==> src/design/mrc_pkg.sv <==
// Package with item types, status codes, constants and the CRC-16 byte update.
`default_nettype none

package mrc_pkg;

	// Result status codes
	localparam logic [2:0] ST_OK        = 3'd0;
	localparam logic [2:0] ST_SHORT     = 3'd1;
	localparam logic [2:0] ST_CRC_ERR   = 3'd2;
	localparam logic [2:0] ST_EXCEPTION = 3'd3;
	localparam logic [2:0] ST_NO_DATA   = 3'd4;

	// Function codes that read single bits
	localparam logic [7:0] FC_READ_COILS    = 8'h01;
	localparam logic [7:0] FC_READ_DISCRETE = 8'h02;

	// CRC-16 constants
	localparam logic [15:0] CRC_INIT = 16'hFFFF;
	localparam logic [15:0] CRC_POLY = 16'hA001;

	// Exception flag in the function byte
	localparam int EXC_FLAG_BIT = 7;

	// Register map: index taken from the word address
	localparam logic REG_BUFFER_LIMIT = 1'b0;
	localparam logic [8:0] BUFFER_LIMIT_RESET = 9'd16;

	typedef struct packed {
		logic [7:0] rx_byte;
		logic       end_of_frame;
		logic [7:0] request_function;
	} mrc_in_t;

	typedef struct packed {
		logic [2:0]  status;
		logic [8:0]  frame_length;
		logic [7:0]  exception_code;
		logic [15:0] raw_value;
	} mrc_out_t;

	// One byte of the reflected CRC-16, eight shift steps
	function automatic logic [15:0] crc_byte(input logic [15:0] crc, input logic [7:0] b);
		logic [15:0] c;
		c = crc ^ {8'h00, b};
		for (int i = 0; i < 8; i++) begin
			if (c[0]) begin
				c = (c >> 1) ^ CRC_POLY;
			end else begin
				c = c >> 1;
			end
		end
		return c;
	endfunction

endpackage

`default_nettype wire

==> src/design/mrc_apb_regs.sv <==
// APB register block holding the buffer limit.
`default_nettype none

module mrc_apb_regs import mrc_pkg::*; (
	input  wire logic        clk,
	input  wire logic        arst_n,
	input  wire logic        psel,
	input  wire logic        penable,
	input  wire logic        pwrite,
	input  wire logic [2:0]  paddr,
	input  wire logic [31:0] pwdata,
	output logic      [31:0] prdata,
	output logic             pready,
	output logic      [8:0]  buffer_limit
);

	logic wr_en;
	logic [8:0] buffer_limit_q;

	assign pready = 1'b1;
	assign wr_en  = psel && penable && pwrite;

	// Write the limit register
	always_ff @(posedge clk or negedge arst_n) begin
		if (!arst_n) begin
			buffer_limit_q <= BUFFER_LIMIT_RESET;
		end else if (wr_en && (paddr[2] == REG_BUFFER_LIMIT)) begin
			buffer_limit_q <= pwdata[8:0];
		end
	end

	// Read back
	always_comb begin
		if (paddr[2] == REG_BUFFER_LIMIT) begin
			prdata = {23'd0, buffer_limit_q};
		end else begin
			prdata = 32'd0;
		end
	end

	assign buffer_limit = buffer_limit_q;

endmodule

`default_nettype wire

==> config.mk <==
export PLATFORM = sky130hd
export DESIGN_NAME = mrc_apb_regs
export DESIGN_NICKNAME = d
export VERILOG_FILES = /design/src/design/mrc_pkg.sv /design/src/design/mrc_apb_regs.sv
export SDC_FILE = /design/constraint.sdc
export NUM_CORES = 1
export LEC_CHECK = 0
export CORE_MARGIN = 2
export CORE_UTILIZATION = 35
export CTS_CLUSTER_DIAMETER = 30
export CTS_CLUSTER_SIZE = 28
export DETAILED_ROUTE_END_ITERATION = 6
export DONT_BUFFER_PORTS = 1
export SYNTH_ARGS = -nofsm -noshare
export SYNTH_HDL_FRONTEND = slang
export SYNTH_SLANG_ARGS = --single-unit
==> constraint.sdc <==
create_clock -name clk -period 1.7 [get_ports clk]
set_input_delay 0.085 -clock clk [delete_from_list [all_inputs] [get_ports clk]]
set_output_delay 0.085 -clock clk [all_outputs]
set_load 0.03 [all_outputs]
==> impl_metrics.csv <==
group,metric,value,unit
outcome,outcome,"finished clean",
synthesis,syn_inst,54,
worst_setup_path,crit_arrival,1150,ps
floorplanning,num_rows,15,
sta,fmax,807,MHz
routing,drtAntennaViolNets,0,
layout,layout_common_cells,"conb_1, dlygate4sd3_1, and2b_2, mux2_2, dfrtp_1",
sta,slew_violations,0,
synthesis,synth_top_area_share,32.4,%
floorplanning,die_x,46.0,um
layout,antenna_cells,0,
pwr,power.leakage,0.343,nW
clocking,cts_max_level,1,
layout,drive_gt1_share,34.8,%
clocking,clockBufferDepth,2,
routing,routedWlPerCell,11.8,um
pwr,switchingPower,0.000363,W
clocking,cts.sinks,9,
worst_setup_path,path_delay_family,"flip-flops",
routing,drt-initial-drc-count,0,
hold_path,min_path_type,"input pin to flip-flop",
pwr,pwr-share-seq,50.6,%
clocking,numCtsBuffers,3,
synthesis,yosysUniqueCellTypes,7,
hold_path,hold_end,"buffer_limit[0]",
routing,highest_layer,"met3",
clocking,post-cts-setup-buffers,0,
placement,place_area,542,sq um
clocking,ctsResizeCount,0,
global_routing,track_usage,8.98,%
clocking,clk_pin_slew_worst_paths,60,ps
floorplanning,start_util,36.6,%
layout,layout.nets,107,
floorplanning,coreArea,1690,sq um
clocking,insertion_delay,250,ps
sta,fin_crit_sh,72.9,%
worst_setup_path,critical_path_required,1620,ps
layout,final_common_cell,"conb_1",
sta,hold_violations,0,
worst_setup_path,worst-r2r-setup-slack,760,ps
global_routing,antenna_found_initial,0,
synthesis,avgSynthCellArea,11.4,sq um
layout,fin_area,668,sq um
global_routing,grt_max_degree,11,
routing,wl_met3,87,um
synthesis,yosysWarnings,0,
worst_setup_path,criticalPathCategory,"flip-flop to primary output",
hold_path,hp-start,"penable",
layout,seqCellArea,226,sq um
placement,dpl_worst_slack,735,ps
worst_setup_path,crit_buf_inv,0,
global_routing,grt_pass1_wl,1.26,mm
sta,finalCriticalPeriod,1240,ps
layout,fin_cells,83,
worst_setup_path,crit_slowest_cell,"dfstp_2",
pwr,power_frac_clock,19.9,%
sta,setup_viol_count_final,0,
floorplanning,die-area,2120,sq um
hold_path,hold_path_depth,2,
layout,area_growth,8.10,%
floorplanning,fp.dieH,46.0,um
worst_setup_path,critPathMaxStageDelay,630,ps
worst_setup_path,reg2reg_to,"buffer_limit[2]",
routing,drt-total-wl,981,um
pwr,switching_share,45.8,%
placement,io_buffers,0,
worst_setup_path,startpoint_type,"flip-flop",
worst_setup_path,crit-reg2reg-launch,"buffer_limit[2]",
placement,gp_congestion,0.556,
floorplanning,pin_count,82,
synthesis,yosys_register_bits,9,
synthesis,netlist_top_cells_area,"dfrtp_1, buf_4, mux2_2",
clocking,hold_buffers,10,
synthesis,synth_top_area_cell,"dfrtp_1",
sta,fin_skew,0,ps
routing,dr.pass1.iters,1,
layout,num-fill-cells,168,
pwr,p_int,0.000429,W
pwr,comb_power_share,29.5,%
layout,largest_reg_flops,9,
worst_setup_path,ff2ff_path_depth,1,
synthesis,yosysSeqAreaShare,36.6,%
worst_setup_path,end_kind,"primary output",
placement,place_hpwl,770,um
layout,multi_input_area,294,sq um
global_routing,grt_pass1_vias,275,
clocking,cts_tree,"done",
routing,vias,343,
worst_setup_path,crit_fanout,3,
global_routing,grt_overflow,0,
placement,dp.cells,69,
pwr,irDropWorstVdd,0.000419,V
worst_setup_path,critical_path.cell_chain,"and2b_2",
sta,grt_setup_unrepaired,"no",
routing,vias_per_cell,4.13,
synthesis,netlist_area,618,sq um
routing,dr_wl_met2,582,um
pwr,power_density,1190,nW/um^2
sta,tns,0,ps
layout,post-route-util,39.6,%
clocking,cts-root-buf,"clkbuf_4",
routing,drc,0,
routing,wl_met1,311,um
sta,layout_setup_ws,461,ps
flow_run,drv_cap,0,
synth_stat cells:
cell type,n
conb_1,2
dfstp_2,1
nand4b_4,1
and2b_2,9
buf_4,24
mux2_2,9
dfrtp_1,8
stage by stage:
stage	total power [W]	hold WS, ps
after global routing	0.000833	176
after detailed placement	0.000620	-210
after floorplan	0.000640	-211
after CTS	0.000807	172
final	0.000792	176
after global placement	0.000612	-210
how the worst max path moves through the flow:
stage | end | slack, ps | cells after the start | start
after floorplan | prdata[4] | 750 | 1 | buffer_limit[4]
after global placement | prdata[4] | 740 | 1 | buffer_limit[4]
after detailed placement | prdata[4] | 740 | 1 | buffer_limit[4]
after CTS | prdata[4] | 450 | 1 | buffer_limit[4]
after global routing | prdata[4] | 420 | 1 | buffer_limit[4]
final | prdata[4] | 460 | 1 | buffer_limit[4]
logic make-up after synthesis:
group | after synthesis | synth area share (%)
DFF | 9 | 36.6
and+or+nand+nor | 10 | 16.6
buffers and inverters | 24 | 29.1
other | 2 | 1.22
muxes | 9 | 16.4
power by group through the flow:
| stage | sequential, W | combinational [W] | clock, W |
|---|---|---|---|
| global route | 0.000408 | 0.000248 | 0.000177 |
| detailed placement | 0.000407 | 0.000213 | 0 |
| CTS | 0.000403 | 0.000235 | 0.000169 |
| floorplan | 0.000393 | 0.000246 | 0 |
| global placement | 0.000404 | 0.000208 | 0 |
| finish | 0.000401 | 0.000234 | 0.000158 |
metal layers:
layer / vias up / global-route usage (%)
met4: 0 / 3.43
met5: - / 0
met2: 29 / 17.5
li1: 148 / -
met3: 0 / 5.16
met1: 166 / 7.00
final cells by class:
cell class,count,share of cell area [%]
clock buffers,4,3.93
multi-input cells,43,44.0
flip-flops and latches,9,33.9
well taps,17,3.18
repair buffers,10,15.0
No activity file was read; power rests on OpenSTA's default activity.
